$ cat config.mk
export PLATFORM = sky130hd
export DESIGN_NAME = lzd_front
export DESIGN_NICKNAME = d
export VERILOG_FILES = /design/src/design/lzd_pkg.sv /design/src/design/lzd_front.sv
export SDC_FILE = /design/constraint.sdc
export NUM_CORES = 1
export LEC_CHECK = 0
export ABC_AREA = 1
export BUFFER_PORTS_ARGS = -buffer_cell sky130_fd_sc_hd__buf_2
export CAP_MARGIN = 0
export CORE_MARGIN = 1.5
export CORE_UTILIZATION = 49
export DETAILED_ROUTE_END_ITERATION = 12
export GPL_TIMING_DRIVEN = 0
export PLACE_DENSITY = 0.8
export SKIP_CTS_REPAIR_TIMING = 1
export SLEW_MARGIN = 30
export SYNTH_ARGS = -nofsm -noshare
export SYNTH_HDL_FRONTEND = slang
export SYNTH_SLANG_ARGS = --single-unit
$ cat constraint.sdc
create_clock -name clk -period 1.7 [get_ports clk]
set_clock_uncertainty 0.15 [all_clocks]
set_input_delay 0 -clock clk [delete_from_list [all_inputs] [get_ports clk]]
set_output_delay 0 -clock clk [all_outputs]
set_load 0.02 [all_outputs]
$ cat src/design/lzd_pkg.sv
package lzd_pkg;

  localparam int WIN_AW     = 12;
  localparam int LEN_W      = 9;
  localparam int FIFO_DEPTH = 4;
  localparam int FIFO_AW    = 2;

  localparam logic [3:0] RLE_NIBBLE  = 4'hF;
  localparam logic [8:0] MIN_MATCH   = 9'd3;
  localparam logic [8:0] LONG_RUN    = 9'd19;
  localparam logic [11:0] BASE_RESET = 12'd18;

  localparam logic CFG_RLE_ENABLE  = 1'b0;
  localparam logic CFG_WINDOW_BASE = 1'b1;

  localparam logic [1:0] CMD_PRELOAD = 2'd0;
  localparam logic [1:0] CMD_RUN     = 2'd1;
  localparam logic [1:0] CMD_COPY    = 2'd2;
  localparam logic [1:0] CMD_END     = 2'd3;

  typedef struct packed {
    logic        action;
    logic [11:0] window_index;
    logic [7:0]  byte_value;
    logic        last_byte;
  } in_t;

  typedef struct packed {
    logic [63:0] out_bytes;
    logic [3:0]  byte_count;
    logic        token_done;
    logic        stream_done;
    logic        truncated;
  } out_t;

  typedef struct packed {
    logic [1:0]        kind;
    logic [WIN_AW-1:0] addr;
    logic [7:0]        value;
    logic [LEN_W-1:0]  len;
    logic              last;
    logic              trunc;
  } cmd_t;

endpackage

$ cat src/design/lzd_front.sv
module lzd_front import lzd_pkg::*; (
  input  logic        clk,
  input  logic        rst,
  input  logic        in_valid,
  output logic        in_ready,
  input  in_t         in_data,
  input  logic        cfg_valid,
  output logic        cfg_ready,
  input  logic        cfg_index,
  input  logic [11:0] cfg_data,
  output logic        push,
  output cmd_t        push_cmd,
  input  logic        full
);

  logic        rle_enable;
  logic [11:0] window_base;
  logic [7:0]  flag_bits;
  logic [3:0]  flags_left;
  logic [1:0]  token_phase;
  logic [7:0]  first_byte;

  logic [7:0]  flag_bits_next;
  logic [3:0]  flags_left_next;
  logic [1:0]  token_phase_next;
  logic [7:0]  first_byte_next;
  logic        accept;
  logic        done;
  logic [7:0]  b;
  logic [3:0]  lo;
  logic [3:0]  hi;

  assign in_ready  = !full;
  assign cfg_ready = 1'b1;
  assign accept    = in_valid && in_ready;
  assign b         = in_data.byte_value;
  assign lo        = b[3:0];
  assign hi        = b[7:4];

  always_comb begin
    flag_bits_next   = flag_bits;
    flags_left_next  = flags_left;
    token_phase_next = token_phase;
    first_byte_next  = first_byte;
    done             = 1'b0;
    push             = 1'b0;
    push_cmd.kind    = CMD_RUN;
    push_cmd.addr    = in_data.window_index;
    push_cmd.value   = b;
    push_cmd.len     = 9'd1;
    push_cmd.last    = in_data.last_byte;
    push_cmd.trunc   = 1'b0;
    if (accept) begin
      if (!in_data.action) begin
        push          = 1'b1;
        push_cmd.kind = CMD_PRELOAD;
        push_cmd.last = 1'b0;
      end else if (flags_left == '0) begin
        flag_bits_next   = b;
        flags_left_next  = 4'd8;
        token_phase_next = 2'd0;
        if (in_data.last_byte) begin
          push          = 1'b1;
          push_cmd.kind = CMD_END;
        end
      end else if (token_phase == 2'd0 && flag_bits[0]) begin
        push = 1'b1;
        done = 1'b1;
      end else if (token_phase == 2'd0) begin
        first_byte_next  = b;
        token_phase_next = 2'd1;
        if (in_data.last_byte) begin
          push           = 1'b1;
          push_cmd.kind  = CMD_END;
          push_cmd.trunc = 1'b1;
        end
      end else if (token_phase == 2'd1) begin
        if (rle_enable && lo == RLE_NIBBLE) begin
          if (hi == '0) begin
            token_phase_next = 2'd2;
            if (in_data.last_byte) begin
              push           = 1'b1;
              push_cmd.kind  = CMD_END;
              push_cmd.trunc = 1'b1;
            end
          end else begin
            push           = 1'b1;
            done           = 1'b1;
            push_cmd.value = first_byte;
            push_cmd.len   = LEN_W'(hi) + MIN_MATCH;
          end
        end else begin
          push          = 1'b1;
          done          = 1'b1;
          push_cmd.kind = CMD_COPY;
          push_cmd.addr = {hi, first_byte} + window_base;
          push_cmd.len  = LEN_W'(lo) + MIN_MATCH;
        end
      end else begin
        push         = 1'b1;
        done         = 1'b1;
        push_cmd.len = LEN_W'(first_byte) + LONG_RUN;
      end
      if (done) begin
        flag_bits_next   = flag_bits >> 1;
        flags_left_next  = flags_left - 1'b1;
        token_phase_next = 2'd0;
      end
      if (in_data.action && in_data.last_byte) begin
        flag_bits_next   = '0;
        flags_left_next  = '0;
        token_phase_next = 2'd0;
        first_byte_next  = '0;
      end
    end
  end

  always_ff @(posedge clk) begin
    if (rst) begin
      rle_enable  <= 1'b0;
      window_base <= BASE_RESET;
      flag_bits   <= '0;
      flags_left  <= '0;
      token_phase <= '0;
      first_byte  <= '0;
    end else begin
      if (cfg_valid) begin
        case (cfg_index)
          CFG_RLE_ENABLE:  rle_enable  <= cfg_data[0];
          CFG_WINDOW_BASE: window_base <= cfg_data;
          default: ;
        endcase
      end
      flag_bits   <= flag_bits_next;
      flags_left  <= flags_left_next;
      token_phase <= token_phase_next;
      first_byte  <= first_byte_next;
    end
  end

endmodule

# Yosys cells after proc, flatten, opt, wreduce, memory -nomap -nowiden
# Cells that the tools add are included.
# op_classes
n_addsub,5
mul,0
div,0
order_cmp,0
eq_ne,5
shifts,0
muxes,64
bitwise,1
reduce_logical,20
# op_table
op,n
two-way mux 29 bit,3
two-way mux 8 bit,10
two-way mux 33 bit,1
two-way mux 31 bit,1
two-way mux 2 bit,15
two-way mux 1 bit,25
two-way mux 22 bit,1
two-way mux 9 bit,2
two-way mux 17 bit,1
two-way mux 4 bit,4
nonzero test 5 bit,3
adder 12 bit,1
two-way mux 12 bit,1
"adder 4 x 2 -> 5 bit, second input constant",2
"adder 8 x 5 -> 9 bit, second input constant",1
logical NOT 4 bit,2
AND reduction 6 bit,1
nonzero test 3 bit,2
AND reduction 5 bit,1
"== test 4 bit, second input constant",1
logical AND 1 bit,4
"inequality test 2 x 1 -> 1 bit, second input constant",2
"inequality test 4 x 2 -> 1 bit, second input constant",1
AND reduction 2 bit,2
7 further kinds,8
# word_totals
ff_bits,35
latchBits,0
mem_bits_rw,0
rom_bits,0
in_bits,40
out_inout_bits,36
mem_count,0

# Depth between registers and ports, before layout
# depth
depth_word,11
ltp_mapped,11

# Worst setup path before layout
# No wires, ideal clock.
# synth_timing
kind,register to output
startpoint,reg first_byte[0]
endpoint,out push_cmd[27] (netlist bit)
arrival_ns,1.844
setup_slack_ns,-0.294
stages_incl_launch_ff,10
cell_sequence,dfxtp_1 ha_1 fa_1 nand3_1 nand3_1 nand3_1 nand2_1 nand2_1 nand2_1 o21ai_0
# synth_lines
element,line,source
start: declaration,lzd_front.sv:21,logic [7:0] first_byte;
start signal: assignment,lzd_front.sv:137,first_byte <= first_byte_next;
end: declaration,lzd_front.sv:12,"output cmd_t push_cmd,"

==> results.toml <==
[status]
outcome = "finished, violations left"
violations = "setup timing"

[floorplan]
dieWidth_um = 81.63
dieArea_mm2 = 0.006663
start_util_pct = 50.86
die_h_um = 81.63
coreArea_mm2 = 0.005956
std_cell_rows = 28
pin_count = 76

[layout]
antenna_cells = 0
syn2layout_area_growth_pct = 67.62
fin_nets = 714
drive_gt1_share_pct = 44.53
nFillCells = 310
final_cells = 733

[placement]
place_hpwl_mm = 6.627
gp_congestion = 0.8944
portBuffers = 72
placed_cells = 655

[logic_synthesis]
syn_inst = 508
ys_seq_area_share_pct = 23.13
synth_area_mm2 = 0.003029
synth_edf_count = 0
synth_cell_types = 35
ys_ff_latch = 35
syn_nets = 565
avgSynthCellArea_um2 = 5.963
ys.warnings.count = 0
synth-async-reset-ratio_pct = 0
synth_ff_type = "dfxtp_1"

[job]
max_cap_violations = 0

[min_path]
min_path_type = "input pin to flop"

[global_routing]
globalRouteOverflowTotal = 0
grt_max_degree = 13
track_usage_pct = 25.51
grt_antenna_before_repair = 0
grt_pass1_vias = 2947
grt_pass1_wl_mm = 13.08

[power]
swShare_pct = 34.13
pwr-share-clk_pct = 33.5
p_seq_share_pct = 32.8
p_int_uw = 1851
pwr-share-comb_pct = 33.7
peakVddDrop_mv = 0.6780
powerDensity_mw_per_mm2 = 553.3
p_leak_uw = 0.002373
p_switching_uw = 958.7

[cts]
clk_latency_ns = 0.31
cts_root_buf = "clkbuf_8"
cts_buffers = 5
cts.sinks = 35
htree_num_levels = 2
clockBufferDepth = 2
clk_pin_slew_ns = 0.09
cts_tree = "built"

[routing]
initialDrtViolationCount = 567
dr.max_layer_used = "met4"
met2WireLength_mm = 6.394
via_per_inst = 6.195
vias = 4541
drc = 0
met1_length_mm = 5.290
ant_nets = 0
drt_wl_total_mm = 14.16
first_pass_iters = 6
wl_per_cell_um = 19.32
wl_met3_mm = 1.682

[sta]
tns_ns = -15.63
finalCritPeriodShare_pct = 133.6
hold_viol = 0
setup_violations = 54
slew_viol_final = 0
post-route-min-period_ns = 2.271
rsz0062_at_grt = "yes"
hold_ws_ns = 0.004128
setup_slack_ns = -0.5711
fmax_ghz = 0.4403

[worst_setup_path]
cp.arrival_ns = 2.12
end_kind = "primary output"
crit_type = "flop to primary output"
crit_fanout = 4
worstPathRequired_ns = 1.55
crit_path_start_kind = "flop"
[stage by stage]
step                      setup WS [ns]  total power, uW  area, um^2  util, %
after floorplan                -0.03970             1315        3045        -
final                           -0.5711             2809        5077    85.25
after global routing            -0.6341             2897        5077    85.25
after global placement          -0.2982             1478        3500    58.76
after CTS                       -0.6379             2388        3636    61.05
after detailed placement        -0.2998             1490        3500    58.76
[placed cells by master, fill, tap and decap left out, drive strengths merged, types with 11 or more instances in the layout]
cell | synthesis | routed
dlygate4sd3 | 0 | 24
ha | 16 | 16
buf | 10 | 127
dfxtp | 35 | 35
a21oi | 32 | 32
nand4 | 15 | 15
nor2 | 73 | 73
clkbuf | 6 | 11
inv | 74 | 73
nand2 | 138 | 139
nand3 | 34 | 34
o21ai | 45 | 45
[per-layer routing]
| layer | GRT usage (%) | vias to the layer above |
|---|---|---|
| li1 | - | 1928 |
| met1 | 34.05 | 2078 |
| met2 | 42.40 | 424 |
| met3 | 3.778 | 111 |
| met4 | 7.797 | 0 |
| met5 | 0 | - |
[power groups by stage]
stage / registers [uW] / clock network, uW / logic, uW
3_3_place_gp: 924 / 0 / 554
5_1_grt: 924 / 976 / 997
2_1_floorplan: 910 / 0 / 405
4_1_cts: 907 / 914 / 567
3_5_place_dp: 926 / 0 / 564
6_report: 923 / 940 / 947
[path summary, 6_finish.rpt]
check	cells after the start	endpoint	startpoint	slack [ns]
worst max-delay path	10	push_cmd[25]	first_byte[0]	-0.57
worst min-delay path	4	token_phase[1]	in_data[21]	0.004
worst max register to register	12	flag_bits[2]	flags_left[0]	-0.36
worst min register to register	2	flag_bits[5]	flag_bits[5]	0.33
[state kept, by name, summed over array words and instances (netlist names)]
| name | cells |
|---|---|
| flag_bits | 8 |
| window_base | 12 |
| first_byte | 8 |
| rle_enable | 1 |
| token_phase | 2 |
| flags_left | 4 |
[cells by family (layout without fill, tap and decap cells)]
logic type      after synthesis  in the layout  synth area share, %
simple gates                273            274                39.57
buf+inv                      90            239                12.43
compound gates               85             85                15.45
flops                        35             35                23.13
fa+ha+maj                    17             17                7.270
xor+xnor                      7              7                2.024
other cells                   1              1               0.1238
[Yosys cell counts (5+ instances only)]
| cell type | number | share of area (%) |
|---|---|---|
| nand3_1 | 30 | 5.0 |
| nand4_1 | 15 | 3.1 |
| nand2_1 | 135 | 17 |
| a21oi_1 | 29 | 4.8 |
| ha_1 | 16 | 6.6 |
| inv_1 | 69 | 8.6 |
| o21ai_0 | 45 | 7.4 |
| dfxtp_1 | 35 | 23 |
| or2_2 | 7 | 1.4 |
| xor2_1 | 5 | 1.4 |
| nor2_1 | 68 | 8.4 |
| clkbuf_1 | 6 | 0.74 |
| inv_2 | 5 | 0.62 |
[area by class of cell]
cell class,instances,area [um^2],area share [%]
multi-input combinational,384,2525,49.73
timing repair buffer,141,1169,23.02
sequential,35,747.0,14.71
inverter,74,287.8,5.668
buffer,16,118.9,2.341
tap,75,93.84,1.848
clock buffer,5,68.82,1.355
clock inverter,3,67.56,1.331
[critical path, stage by stage (launching register included)]
cell	delay, ns
dfxtp_4	0.38
ha_4	0.18
fa_2	0.44
nand3_2	0.09
nand3_2	0.10
a21oi_2	0.20
or2_4	0.15
nand3_2	0.05
nand2_2	0.07
inv_2	0.03
buf_6	0.12
(Power assumes the default switching activity.)
