### config.mk
export PLATFORM = sky130hd
export DESIGN_NAME = lzd_fifo
export DESIGN_NICKNAME = d
export VERILOG_FILES = /design/src/design/lzd_pkg.sv /design/src/design/lzd_fifo.sv
export SDC_FILE = /design/constraint.sdc
export NUM_CORES = 1
export LEC_CHECK = 0
export ABC_AREA = 1
export BUFFER_PORTS_ARGS = -buffer_cell sky130_fd_sc_hd__buf_2
export CAP_MARGIN = 15
export CORE_ASPECT_RATIO = 1.5
export CORE_MARGIN = 2
export CORE_UTILIZATION = 47
export CTS_CLUSTER_DIAMETER = 80
export DETAILED_ROUTE_END_ITERATION = 6
export PLACE_DENSITY = 0.67
export SYNTH_ARGS = -nofsm -noshare
export SYNTH_HDL_FRONTEND = slang
export SYNTH_SLANG_ARGS = --single-unit
### constraint.sdc
create_clock -name clk -period 3.45 [get_ports clk]
set_clock_uncertainty 0.1 [all_clocks]
set_input_delay 0 -clock clk [delete_from_list [all_inputs] [get_ports clk]]
set_output_delay 0 -clock clk [all_outputs]
set_load 0.005 [all_outputs]
### src/design/lzd_pkg.sv
package lzd_pkg;

  localparam int WIN_AW     = 12;
  localparam int LEN_W      = 9;
  localparam int FIFO_DEPTH = 4;
  localparam int FIFO_AW    = 2;

  localparam logic [3:0] RLE_NIBBLE  = 4'hF;
  localparam logic [8:0] MIN_MATCH   = 9'd3;
  localparam logic [8:0] LONG_RUN    = 9'd19;
  localparam logic [11:0] BASE_RESET = 12'd18;

  localparam logic CFG_RLE_ENABLE  = 1'b0;
  localparam logic CFG_WINDOW_BASE = 1'b1;

  localparam logic [1:0] CMD_PRELOAD = 2'd0;
  localparam logic [1:0] CMD_RUN     = 2'd1;
  localparam logic [1:0] CMD_COPY    = 2'd2;
  localparam logic [1:0] CMD_END     = 2'd3;

  typedef struct packed {
    logic        action;
    logic [11:0] window_index;
    logic [7:0]  byte_value;
    logic        last_byte;
  } in_t;

  typedef struct packed {
    logic [63:0] out_bytes;
    logic [3:0]  byte_count;
    logic        token_done;
    logic        stream_done;
    logic        truncated;
  } out_t;

  typedef struct packed {
    logic [1:0]        kind;
    logic [WIN_AW-1:0] addr;
    logic [7:0]        value;
    logic [LEN_W-1:0]  len;
    logic              last;
    logic              trunc;
  } cmd_t;

endpackage

### src/design/lzd_fifo.sv
module lzd_fifo import lzd_pkg::*; (
  input  logic clk,
  input  logic rst,
  input  logic push,
  input  cmd_t push_cmd,
  output logic full,
  input  logic pop,
  output cmd_t head,
  output logic empty
);

  cmd_t               slots [FIFO_DEPTH];
  logic [FIFO_AW-1:0] wr_ptr;
  logic [FIFO_AW-1:0] rd_ptr;
  logic [FIFO_AW:0]   count;

  assign full  = (count == (FIFO_AW+1)'(FIFO_DEPTH));
  assign empty = (count == '0);
  assign head  = slots[rd_ptr];

  always_ff @(posedge clk) begin
    if (push && !full) begin
      slots[wr_ptr] <= push_cmd;
    end
  end

  always_ff @(posedge clk) begin
    if (rst) begin
      wr_ptr <= '0;
      rd_ptr <= '0;
      count  <= '0;
    end else begin
      if (push && !full) begin
        wr_ptr <= wr_ptr + 1'b1;
      end
      if (pop && !empty) begin
        rd_ptr <= rd_ptr + 1'b1;
      end
      count <= count + (FIFO_AW+1)'(push && !full) - (FIFO_AW+1)'(pop && !empty);
    end
  end

endmodule

# --- Word level (Yosys, flattened, before mapping) ---
# Memory sizes are Yosys's and may differ from the RTL's. A register that Yosys moved wholly into a read port is not among the register bits.
# Cells that the tools add are included.
op_classes:
  n_addsub: 4
  eq_ne: 1
  n_mux: 4
  reduce_logical: 5
ops:
  columns: ["op", "n"]
  rows:
  - ["adder 2 x 1 -> 2 bit (second input constant)", 2]
  - ["2-to-1 mux 2 bit", 2]
  - ["adder 3 x 1 -> 3 bit", 1]
  - ["equality test 3 bit (second input constant)", 1]
  - ["zero test 3 bit", 1]
  - ["subtractor 3 x 1 -> 3 bit", 1]
  - ["logical AND 1 bit", 2]
  - ["zero test 1 bit", 2]
  - ["2-to-1 mux 1 bit", 2]
totals:
  regBits: 7
  ram_bits: 132
  inputBits: 37
  n_memories: 1
mem_list:
  columns: ["memory", "depth", "width", "rd", "rd_clocked_by_memory_dff", "write_ports", "line", "rtl"]
  rows:
  - ["slots", 4, 33, 1, 1, 1, "lzd_fifo.sv:12", "cmd_t slots [FIFO_DEPTH];"]

# --- Logic depth before layout (Yosys ltp) ---
# Gate-level depths: netlist of run 1.
logic_depth:
  depth_word: 5
  ltp_mapped: 11

# --- Worst setup path after synthesis of run 1 ---
# No wires, ideal clock.
synth_path:
  path_kind: "register to register"
  start: "register count[1]"
  end: "memory slots[0][0] (netlist bit), enable pin"
  setup_ns: 0.423
  arrival_time_ns: 2.051
  required_ns: 2.927
  slack_ns: 0.876
  path_stages_with_launch: 5
  path_buffers: 0
  synth_period_minus_slack_ns: 2.574
  path_cell_list: "dfxtp_1 nor2_1 nand2_1 nand2_1 nor2_1"
synth_via:
  elab_chain_cells: 5
synth_rtl:
  columns: ["item", "line", "rtl"]
  rows:
  - ["from (decl)", "lzd_fifo.sv:15", "logic [FIFO_AW:0] count;"]
  - ["from (signal assigned)", "lzd_fifo.sv:39", "count <= count + (FIFO_AW+1)'(push && !full) - (FIFO_AW+1)'(pop && !empty);"]
  - ["equality test 3 bit", "lzd_fifo.sv:17", "assign full = (count == (FIFO_AW+1)'(FIFO_DEPTH));"]
  - ["zero test 1 bit", "lzd_fifo.sv:22", "if (push && !full) begin"]
  - ["logical AND 1 bit", "lzd_fifo.sv:22", null]
  - ["2-to-1 mux 1 bit", "lzd_fifo.sv:22", null]
  - ["2-to-1 mux 1 bit (implied by the code)", "lzd_fifo.sv:23", "slots[wr_ptr] <= push_cmd;"]
  - ["to (decl)", "lzd_fifo.sv:12", null]
# Every way passes these cells.

# --- Final worst setup path of run 1 ---
layout_path:
  start: "register count[1]"
  end: "memory slots[3][12] (netlist bit), enable pin"
# Same word-level chain as after synthesis.

==> results.py, run 1 <==
metrics = {
    "clocking": {
        "clk_pin_slew_worst_paths_ns": 0.05,
        "cts_tree": "built",
        "clockRootBuffer": "clkbuf_16",
        "cts_buffer_depth": 2,
        "cts_htree_levels": 4,
        "clkLatencyLatePin_ns": 0.40,
        "cts_sinks": 141,
        "cts_resized": 0,
        "numCtsBuffers": 17,
    },
    "setup_path": {
        "path_class": "reg2reg",
        "critical_path_arrival_ns": 2.24,
        "worstSetupStartpointType": "flip-flop",
        "crit_path_end_kind": "flip-flop",
        "required_ns": 3.47,
        "timing.critical_path.mode_cell": "nand2_1",
        "crit_fanout": 24,
        "crit_start": "count[1]$_SDFF_PP0_",
        "path_cells": "nor2_1 -> nand2_1 -> nand2_1 -> nor2_4 -> buf_4",
        "critical-path-slowest-cell": "nor2_4",
        "cp_slowest_stage_delay_ns": 0.71,
        "r2r_start": "count[1]$_SDFF_PP0_",
    },
    "global_route": {
        "grt_pass1_vias": 3528,
        "grt_pass1_wl_um": 16900,
        "grt-ovfl-total": 0,
        "grt_start_max_net_pins": 67,
        "antenna_found_initial": 0,
        "grt_usage": 0.182,
    },
    "route": {
        "dr.pass1.iters": 5,
        "wirelength_um": 10600,
        "wl_per_cell_um": 16.0,
        "via_per_inst": 5.11,
        "drtIter0Drc": 261,
        "ant_nets": 0,
        "drc_errors": 0,
        "vias": 3376,
    },
    "placement": {
        "gp_congestion": 0.770,
        "dp_cells": 593,
        "dp_hpwl_um": 6060,
        "dp_slack_ns": 1.17,
        "portBuffers": 71,
    },
    "timing": {
        "min_period_ns": 2.23,
        "tightest_slew_ns": 1.10,
        "tns_ns": 0,
        "slew_headroom": 0.264,
        "fin_crit_sh": 0.645,
        "setup_ws_ns": 1.22,
        "setup_viol": 0,
        "grt_setup_unrepaired": "no",
        "timing.hold.ws_ns": 0.234,
        "drv_slew": 0,
        "finalHoldViolCount": 0,
        "max_freq_ghz": 0.449,
    },
    "layout": {
        "antenna_cells": 0,
        "fillerInstances": 889,
        "finalNonFillerCells": 661,
        "area_growth_pct": 26.4,
        "nets": 542,
        "drive_above_1_share": 0.213,
    },
    "status": {
        "status": "complete, no violations",
    },
    "floorplanning": {
        "io_pins": 72,
        "die_h_um": 135,
        "die_w_um": 91.6,
        "coreArea_sq_mm": 0.0114,
        "initial_utilization": 0.476,
        "rows": 48,
        "dieArea_sq_mm": 0.0124,
    },
    "power_and_ir_drop": {
        "ir_drop_mv": 0.468,
        "p_total_mw": 5.06,
        "power-per-cell-area_mw_per_mm2": 741,
        "p_leak_nw": 2.51,
    },
    "synth": {
        "syn_inst": 388,
        "netlist-cell-type-count": 18,
        "ys_seq_area_frac": 0.766,
        "syn_area_sq_mm": 0.00541,
        "syn_avg_cell_area_sq_um": 13.9,
        "synth_nets": 432,
        "ys_warn_count": 0,
        "synth_seq_cells": 141,
    },
    "worst_hold_path": {
        "hold_path.startpoint": "rst",
        "hold_class": "in2reg",
    },
    "job": {
        "maxCapViolations": 0,
    },
}
[registers in the layout, indices dropped and copies added (netlist names), named ones only]
signal,cells
slots,132
wr_ptr,2
rd_ptr,2
count,3
[per-stage QoR]
stage | utilization | cell area, sq um
CTS | 0.602 | 6830
detailed placement | 0.515 | 5850
global placement | 0.515 | 5850
finish | 0.602 | 6830
global route | 0.602 | 6830
floorplan | - | 5410
[layout by cell type, fill, tap and decap left out]
cell type / n
dfxtp_1: 8
fa_1: 1
nor2_1: 76
edfxtp_1: 132
ha_1: 6
clkinv_4: 2
o21ai_1: 18
clkbuf_16: 17
clkinv_2: 3
bufinv_16: 5
o21ai_0: 48
a21oi_1: 5
nand3_1: 4
o22ai_1: 33
nand2_1: 12
clkinv_1: 5
inv_1: 18
buf_2: 71
inv_2: 2
buf_4: 4
dfxtp_2: 1
nor2_4: 4
dlygate4sd3_1: 36
[area by class of cell]
type / instances / area [sq um] / area share
flip-flops and latches: 141 / 4150 / 0.607
multi-input cells: 207 / 1050 / 0.154
repair buffers: 111 / 746 / 0.109
clock buffers: 17 / 425 / 0.0623
clock inverters: 15 / 201 / 0.0295
well taps: 150 / 188 / 0.0275
inverters: 20 / 75.1 / 0.0110
[final timing paths]
check | end | cells past startpoint | slack (ns)
max | slots[3][12]$_DFFE_PP_ | 5 | 1.22
max reg2reg | slots[3][12]$_DFFE_PP_ | 5 | 1.22
min reg2reg | flip-flop | 2 | 0.39
min | count[1]$_SDFF_PP0_ | 3 | 0.23
[kinds of logic (layout without fill, tap and decap cells)]
logic type      count (synthesis)  after routing  share of synthesized area
flops                         141            141                      0.766
simple gates                   96             96                     0.0676
fa+ha+maj                       7              7                     0.0176
compound gates                104            104                      0.104
buf+inv                        40            163                     0.0444
[worst max-delay path, delay by kind of cell (launching register included)]
kind	cells	cell delay, ns
DFF	1	0.35
buffers and inverters	1	0.28
and+or+nand+nor	4	1.20
[where the power goes]
part | switching (mW) | leakage [nW] | total, mW | internal (mW)
Combinational | 0.655 | 0.919 | 1.02 | 0.368
Sequential | 0.0546 | 1.28 | 2.15 | 2.09
Clock | 0.628 | 0.308 | 1.89 | 1.27
Total | 1.34 | 2.51 | 5.06 | 3.73
[timing repair]
action	in CTS	in global routing
hold buffers	36	0
hold endpoints to repair	141	0
buffers inserted	0	0
[synthesized netlist by cell type]
cell      number  area [sq um]
buf_6          9           101
a21oi_1        5          25.0
nand2_1       12          45.0
fa_1           1          20.0
clkbuf_1       1          3.75
buf_8          1          15.0
o21ai_0       48           240
dfxtp_1        9           180
inv_2          2          7.51
inv_1         18          67.6
nand3_1        4          20.0
buf_2          7          35.0
ha_1           6          75.1
clkbuf_2       2          10.0
nor2_1        80           300
edfxtp_1     132          3960
o21ai_1       18          90.1
o22ai_1       33           206
[metal layers]
metal | vias to the layer above | global-route usage | part of all wire | wire, um
met5 | - | 0 | 0 | 0
met4 | 0 | 0.0850 | 0.0061 | 65
met3 | 2 | 0.0534 | 0.040 | 420
met2 | 76 | 0.318 | 0.56 | 5960
met1 | 1652 | 0.204 | 0.39 | 4140
li1 | 1646 | - | - | -
(Power assumes the default switching activity.)
==> inputs of run 2 (changes only) <==
clock period = 2.1 ns   (was 3.45 ns; I/O delays follow)
==> run 2 against run 1 <==
Clock power is 43% higher. Hold slack worse by 0.015 ns. Total power is 59% higher. Design area is 0.81% higher. Routed wire length is 0.81% higher. Worst setup slack worse by 1.1 ns. Via count is 2.5% higher. Register-to-register slack worse by 1.1 ns. Sequential share of layout area is 0.43 points lower. Clock-buffer cell count is 2 higher. Cell count is 0.91% higher. Sequential power is 66% higher.
==> results.py, run 2 (synthesis gave the netlist of run 1 again) <==
metrics = {
    "status": {
        "status": "complete, no violations",
    },
    "clocking": {
        "cts_sinks": 141,
        "cts_buffer_depth": 2,
        "cts_tree": "built",
        "clk_pin_slew_worst_paths_ns": 0.06,
        "cts_htree_levels": 4,
        "postCtsSetupBuffers": 0,
        "clkLatencyLatePin_ns": 0.41,
        "clockRootBuffer": "clkbuf_16",
        "numCtsBuffers": 17,
    },
    "timing": {
        "min_period_ns": 1.99,
        "setup_viol": 0,
        "tightest_slew_ns": 0.366,
        "drv_slew": 0,
        "max_freq_ghz": 0.501,
        "finalHoldViolCount": 0,
        "tns_ns": 0,
        "timing.hold.ws_ns": 0.219,
        "slew_headroom": 0.756,
        "fin_crit_sh": 0.950,
    },
    "layout": {
        "regMostFlops": "slots",
        "layout_common_cells": "edfxtp_1, nor2_1, buf_2, o21ai_0, dlygate4sd3_1",
        "nets": 551,
        "final_common_cell": "edfxtp_1",
        "largest_reg_flops": 132,
        "fin_util": 0.607,
        "drive_above_1_share": 0.232,
        "fillerInstances": 856,
        "antenna_cells": 0,
        "fin_area_sq_mm": 0.00689,
        "largest_registers": "slots: 132 flops, count: 3 flops",
        "area_growth_pct": 27.4,
    },
    "setup_path": {
        "critical-path-slowest-cell": "fa_2",
        "cp.buffers_inverters": 3,
        "rr_worst_depth": 10,
        "critical_path_arrival_ns": 2.24,
        "timing.critical_path.mode_cell": "inv_1",
        "path_class": "reg2reg",
        "path_cells": "nor2_2 -> nand2_2 -> inv_1 -> nor2_1 -> ha_1 -> inv_1 -> ha_1 -> fa_2 -> inv_1 -> nor2_1",
        "critPathTopFamily": "adder cells",
        "reg2reg_slack_ns": 0.11,
        "crit_start": "count[1]$_SDFF_PP0_",
        "required_ns": 2.35,
        "worst-path-stages": 10,
        "reg2reg_to": "count[1]$_SDFF_PP0_",
        "crit_path_end_kind": "flip-flop",
        "cp_slowest_stage_delay_ns": 0.52,
        "worstSetupStartpointType": "flip-flop",
        "crit_fanout": 5,
        "endpoint": "count[1]$_SDFF_PP0_",
        "r2r_start": "count[1]$_SDFF_PP0_",
    },
    "floorplanning": {
        "io_pins": 72,
        "coreArea_sq_mm": 0.0114,
        "rows": 48,
        "die_h_um": 135,
        "initial_utilization": 0.476,
        "dieArea_sq_mm": 0.0124,
        "die_w_um": 91.6,
    },
    "global_route": {
        "grt_start_max_net_pins": 39,
        "antenna_found_initial": 0,
        "grt_usage": 0.181,
        "grt_pass1_wl_um": 16900,
        "grt_pass1_vias": 3488,
        "grt-ovfl-total": 0,
    },
    "route": {
        "drtIter0Drc": 295,
        "wl_met3_um": 499,
        "dr_wl_met2_um": 5630,
        "wirelength_um": 10700,
        "topRoutingLayerUsed": "met4",
        "drc_errors": 0,
        "via_per_inst": 5.19,
        "wl_per_cell_um": 16.0,
        "dr.pass1.iters": 4,
        "ant_nets": 0,
        "vias": 3461,
        "routedLengthMet1_um": 4310,
    },
    "placement": {
        "gp_congestion": 0.741,
        "placed_cell_area_sq_mm": 0.00598,
        "dp_hpwl_um": 6280,
        "portBuffers": 71,
    },
    "worst_hold_path": {
        "hold_class": "in2reg",
        "hold_path.startpoint": "rst",
    },
    "power_and_ir_drop": {
        "power-per-cell-area_mw_per_mm2": 1170,
        "p_leak_nw": 2.52,
        "p_total_mw": 8.06,
        "ir_drop_mv": 0.694,
    },
    "job": {
        "maxCapViolations": 0,
    },
}
## run 2: cell count changes in the layout (fill, tap and decap cells not counted), moves of 2 or more
cell / delta
buf_12: +5
buf_4: +4
bufinv_16: -3
clkbuf_1: +2
clkinv_1: -2
clkinv_4: -2
clkinvlp_4: +2
## run 2: worst min-delay path, stage by stage
cell and delay (ns):
dlygate4sd3_1 0.52, buf_2 0.12, nor2_1 0.04
## run 2: cell type report
| type | count | area [sq um] | share of cell area |
|---|---|---|---|
| multi-input cells | 207 | 1060 | 0.154 |
| clock buffers | 19 | 433 | 0.0629 |
| well taps | 150 | 188 | 0.0272 |
| inverters | 20 | 77.6 | 0.0113 |
| repair buffers | 120 | 876 | 0.127 |
| flip-flops and latches | 141 | 4150 | 0.602 |
| clock inverters | 10 | 101 | 0.0147 |
## run 2: worst min path at each step
stage                                     end  slack, ns  depth (start not counted)
after detailed placement  count[1]$_SDFF_PP0_       0.09                          2
final                     count[0]$_SDFF_PP0_       0.22                          3
after global placement    count[1]$_SDFF_PP0_       0.09                          2
after global routing      count[0]$_SDFF_PP0_       0.21                          3
after CTS                 count[1]$_SDFF_PP0_       0.19                          3
after floorplan           count[0]$_SDFF_PP0_      -0.03                          1
## run 2: power breakdown
part           leakage [nW]  switching (mW)  total, mW  internal (mW)
Sequential             1.28           0.132       3.56           3.43
Combinational         0.980            1.08       1.78          0.697
Clock                 0.257            1.01       2.71           1.70
## run 2: through the flow
stage                     instances  worst slack (ns)
after global placement          602             0.179
final                           667             0.106
after floorplan                 388            -0.474
after CTS                       667            0.0275
after detailed placement        602            0.0755
after global routing            667          -0.00267
## run 2: what timing repair did
| item | 4_1_cts | 5_1_grt |
|---|---|---|
| gates resized for setup | 0 | 8 |
| hold buffers | 36 | 0 |
| endpoints found under the setup margin | 0 | 23 |
| hold endpoints to repair | 141 | 0 |
## run 2: metal layers
metal	global-route usage	vias to the layer above
li1	-	1657
met1	0.206	1683
met2	0.308	100
met3	0.0556	21
met4	0.0859	0
met5	0	-
==> inputs of run 3 (changes only) <==
clock period = 2.4 ns   (was 2.1 ns; I/O delays follow)
==> run 3 against run 2 <==
Design area rose by 0.20%. Register-to-register slack improved by 0.24 ns. Clock-buffer cell count did not move. Total power down 9.9%. Hold slack got worse by 0.0069 ns. Sequential cell count unchanged. Critical path type is now reg2out. Highest routed layer unchanged.
==> results.py, run 3 (synthesis gave the netlist of run 1 again) <==
metrics = {
    "status": {
        "status": "complete, no violations",
    },
    "power_and_ir_drop": {
        "p_clk_frac": 0.365,
        "p_int_mw": 5.31,
        "p_switching_mw": 1.96,
        "switching_share": 0.270,
        "power_frac_seq": 0.425,
        "combPwrFrac": 0.210,
        "ir_drop_mv": 0.684,
        "power-per-cell-area_mw_per_mm2": 1050,
        "p_leak_nw": 2.54,
    },
    "floorplanning": {
        "die_w_um": 91.6,
        "die_h_um": 135,
        "coreArea_sq_mm": 0.0114,
        "io_pins": 72,
        "rows": 48,
        "initial_utilization": 0.476,
        "dieArea_sq_mm": 0.0124,
    },
    "layout": {
        "antenna_cells": 0,
        "area_growth_pct": 27.7,
        "nets": 549,
        "drive_above_1_share": 0.228,
        "largest_registers": "slots: 132 flops, count: 3 flops",
        "layout_common_cells": "edfxtp_1, nor2_1, buf_2, o21ai_0, dlygate4sd3_1",
        "final_common_cell": "edfxtp_1",
        "fin_util": 0.608,
        "regMostFlops": "slots",
        "largest_reg_flops": 132,
    },
    "setup_path": {
        "crit_fanout": 33,
        "reg2reg_slack_ns": 0.35,
        "worst-path-stages": 4,
        "required_ns": 2.30,
        "cp.buffers_inverters": 2,
        "critical-path-slowest-cell": "inv_2",
        "rr_worst_depth": 10,
        "critical_path_arrival_ns": 2.01,
        "path_cells": "inv_2 -> o21ai_0 -> o22ai_1 -> buf_2",
        "endpoint": "head[30]",
        "critPathTopFamily": "buffers and inverters",
        "r2r_start": "count[1]$_SDFF_PP0_",
        "reg2reg_to": "count[2]$_SDFF_PP0_",
        "crit_path_end_kind": "output pin",
        "path_class": "reg2out",
        "cp_slowest_stage_delay_ns": 0.52,
        "worstSetupStartpointType": "flip-flop",
    },
    "clocking": {
        "cts_sinks": 141,
        "cts_resized": 0,
        "cts_buffer_depth": 2,
        "cts_hold_buf": 36,
        "cts_tree": "built",
        "clkLatencyLatePin_ns": 0.41,
        "postCtsSetupBuffers": 0,
        "cts_htree_levels": 4,
        "clockRootBuffer": "clkbuf_16",
        "numCtsBuffers": 17,
        "clk_pin_slew_worst_paths_ns": 0.06,
    },
    "timing": {
        "setup_ws_ns": 0.287,
        "slew_headroom": 0.569,
        "min_period_ns": 2.11,
        "tightest_slew_ns": 0.647,
        "finalHoldViolCount": 0,
        "timing.hold.ws_ns": 0.212,
        "setup_viol": 0,
        "fin_crit_sh": 0.881,
        "grt_setup_unrepaired": "no",
        "drv_slew": 0,
        "max_freq_ghz": 0.473,
    },
    "route": {
        "wl_per_cell_um": 15.9,
        "vias": 3428,
        "drtIter0Drc": 248,
        "via_per_inst": 5.13,
        "ant_nets": 0,
        "dr.pass1.iters": 4,
        "wirelength_um": 10600,
        "drc_errors": 0,
    },
    "placement": {
        "dp_slack_ns": 0.357,
        "dp_hpwl_um": 6270,
        "gp_congestion": 0.734,
        "portBuffers": 71,
    },
    "worst_hold_path": {
        "hold_class": "in2reg",
    },
    "global_route": {
        "antenna_found_initial": 0,
        "grt_start_max_net_pins": 67,
        "grt-ovfl-total": 0,
        "grt_usage": 0.179,
        "grt_pass1_vias": 3486,
        "grt_pass1_wl_um": 16700,
    },
    "job": {
        "maxCapViolations": 0,
    },
}
-- run 3: cell types whose count changed in the layout (fill, tap and decap cells not counted), sizes merged --
cell | before | now
buf | 84 | 82
bufinv | 2 | 4
clkinv | 6 | 7
-- run 3: tightest hold or removal path, cell delays in order --
cell,delay (ns)
dlygate4sd3_1,0.52
buf_2,0.12
nor2_1,0.04
-- run 3: per-layer routing --
metal  part of all wire  wire, um  track usage
met5                  0         0            0
met1               0.39      4190        0.188
met2               0.53      5640        0.325
met3              0.056       591       0.0612
met4              0.018       191       0.0758
-- run 3: worst min-delay path by stage --
stage / startpoint / endpoint / slack (ns) / cells after the start
after detailed placement: rst / count[0]$_SDFF_PP0_ / 0.09 / 2
after CTS: rst / count[0]$_SDFF_PP0_ / 0.20 / 3
final: rst / count[0]$_SDFF_PP0_ / 0.21 / 3
after global routing: rst / count[0]$_SDFF_PP0_ / 0.20 / 3
after floorplan: rst / count[0]$_SDFF_PP0_ / -0.03 / 1
after global placement: rst / count[1]$_SDFF_PP0_ / 0.09 / 2
-- run 3: power by group through the flow --
stage          registers [mW]  clock network [mW]  logic, mW
4_1_cts                  3.09                2.68       1.55
2_1_floorplan            3.12                   0      0.950
5_1_grt                  3.11                2.80       1.71
3_5_place_dp             3.14                   0       1.50
3_3_place_gp             3.12                   0       1.46
6_report                 3.09                2.65       1.52
-- run 3: final cells by class --
| type | count | area [sq um] |
|---|---|---|
| fillers | 852 | 4450 |
| flip-flops and latches | 141 | 4150 |
| multi-input cells | 207 | 1050 |
| repair buffers | 118 | 836 |
| clock buffers | 19 | 433 |
| well taps | 150 | 188 |
| clock inverters | 13 | 173 |
| inverters | 20 | 75.1 |
-- run 3: stage by stage --
step	std cells	power, mW	cell area (sq um)	setup TNS (ns)
2_1_floorplan	388	4.07	5410	-22.97
3_3_place_gp	600	4.58	5940	0
3_5_place_dp	600	4.63	5940	0
4_1_cts	668	7.32	6900	0
5_1_grt	668	7.62	6900	0
6_report	668	7.26	6900	0
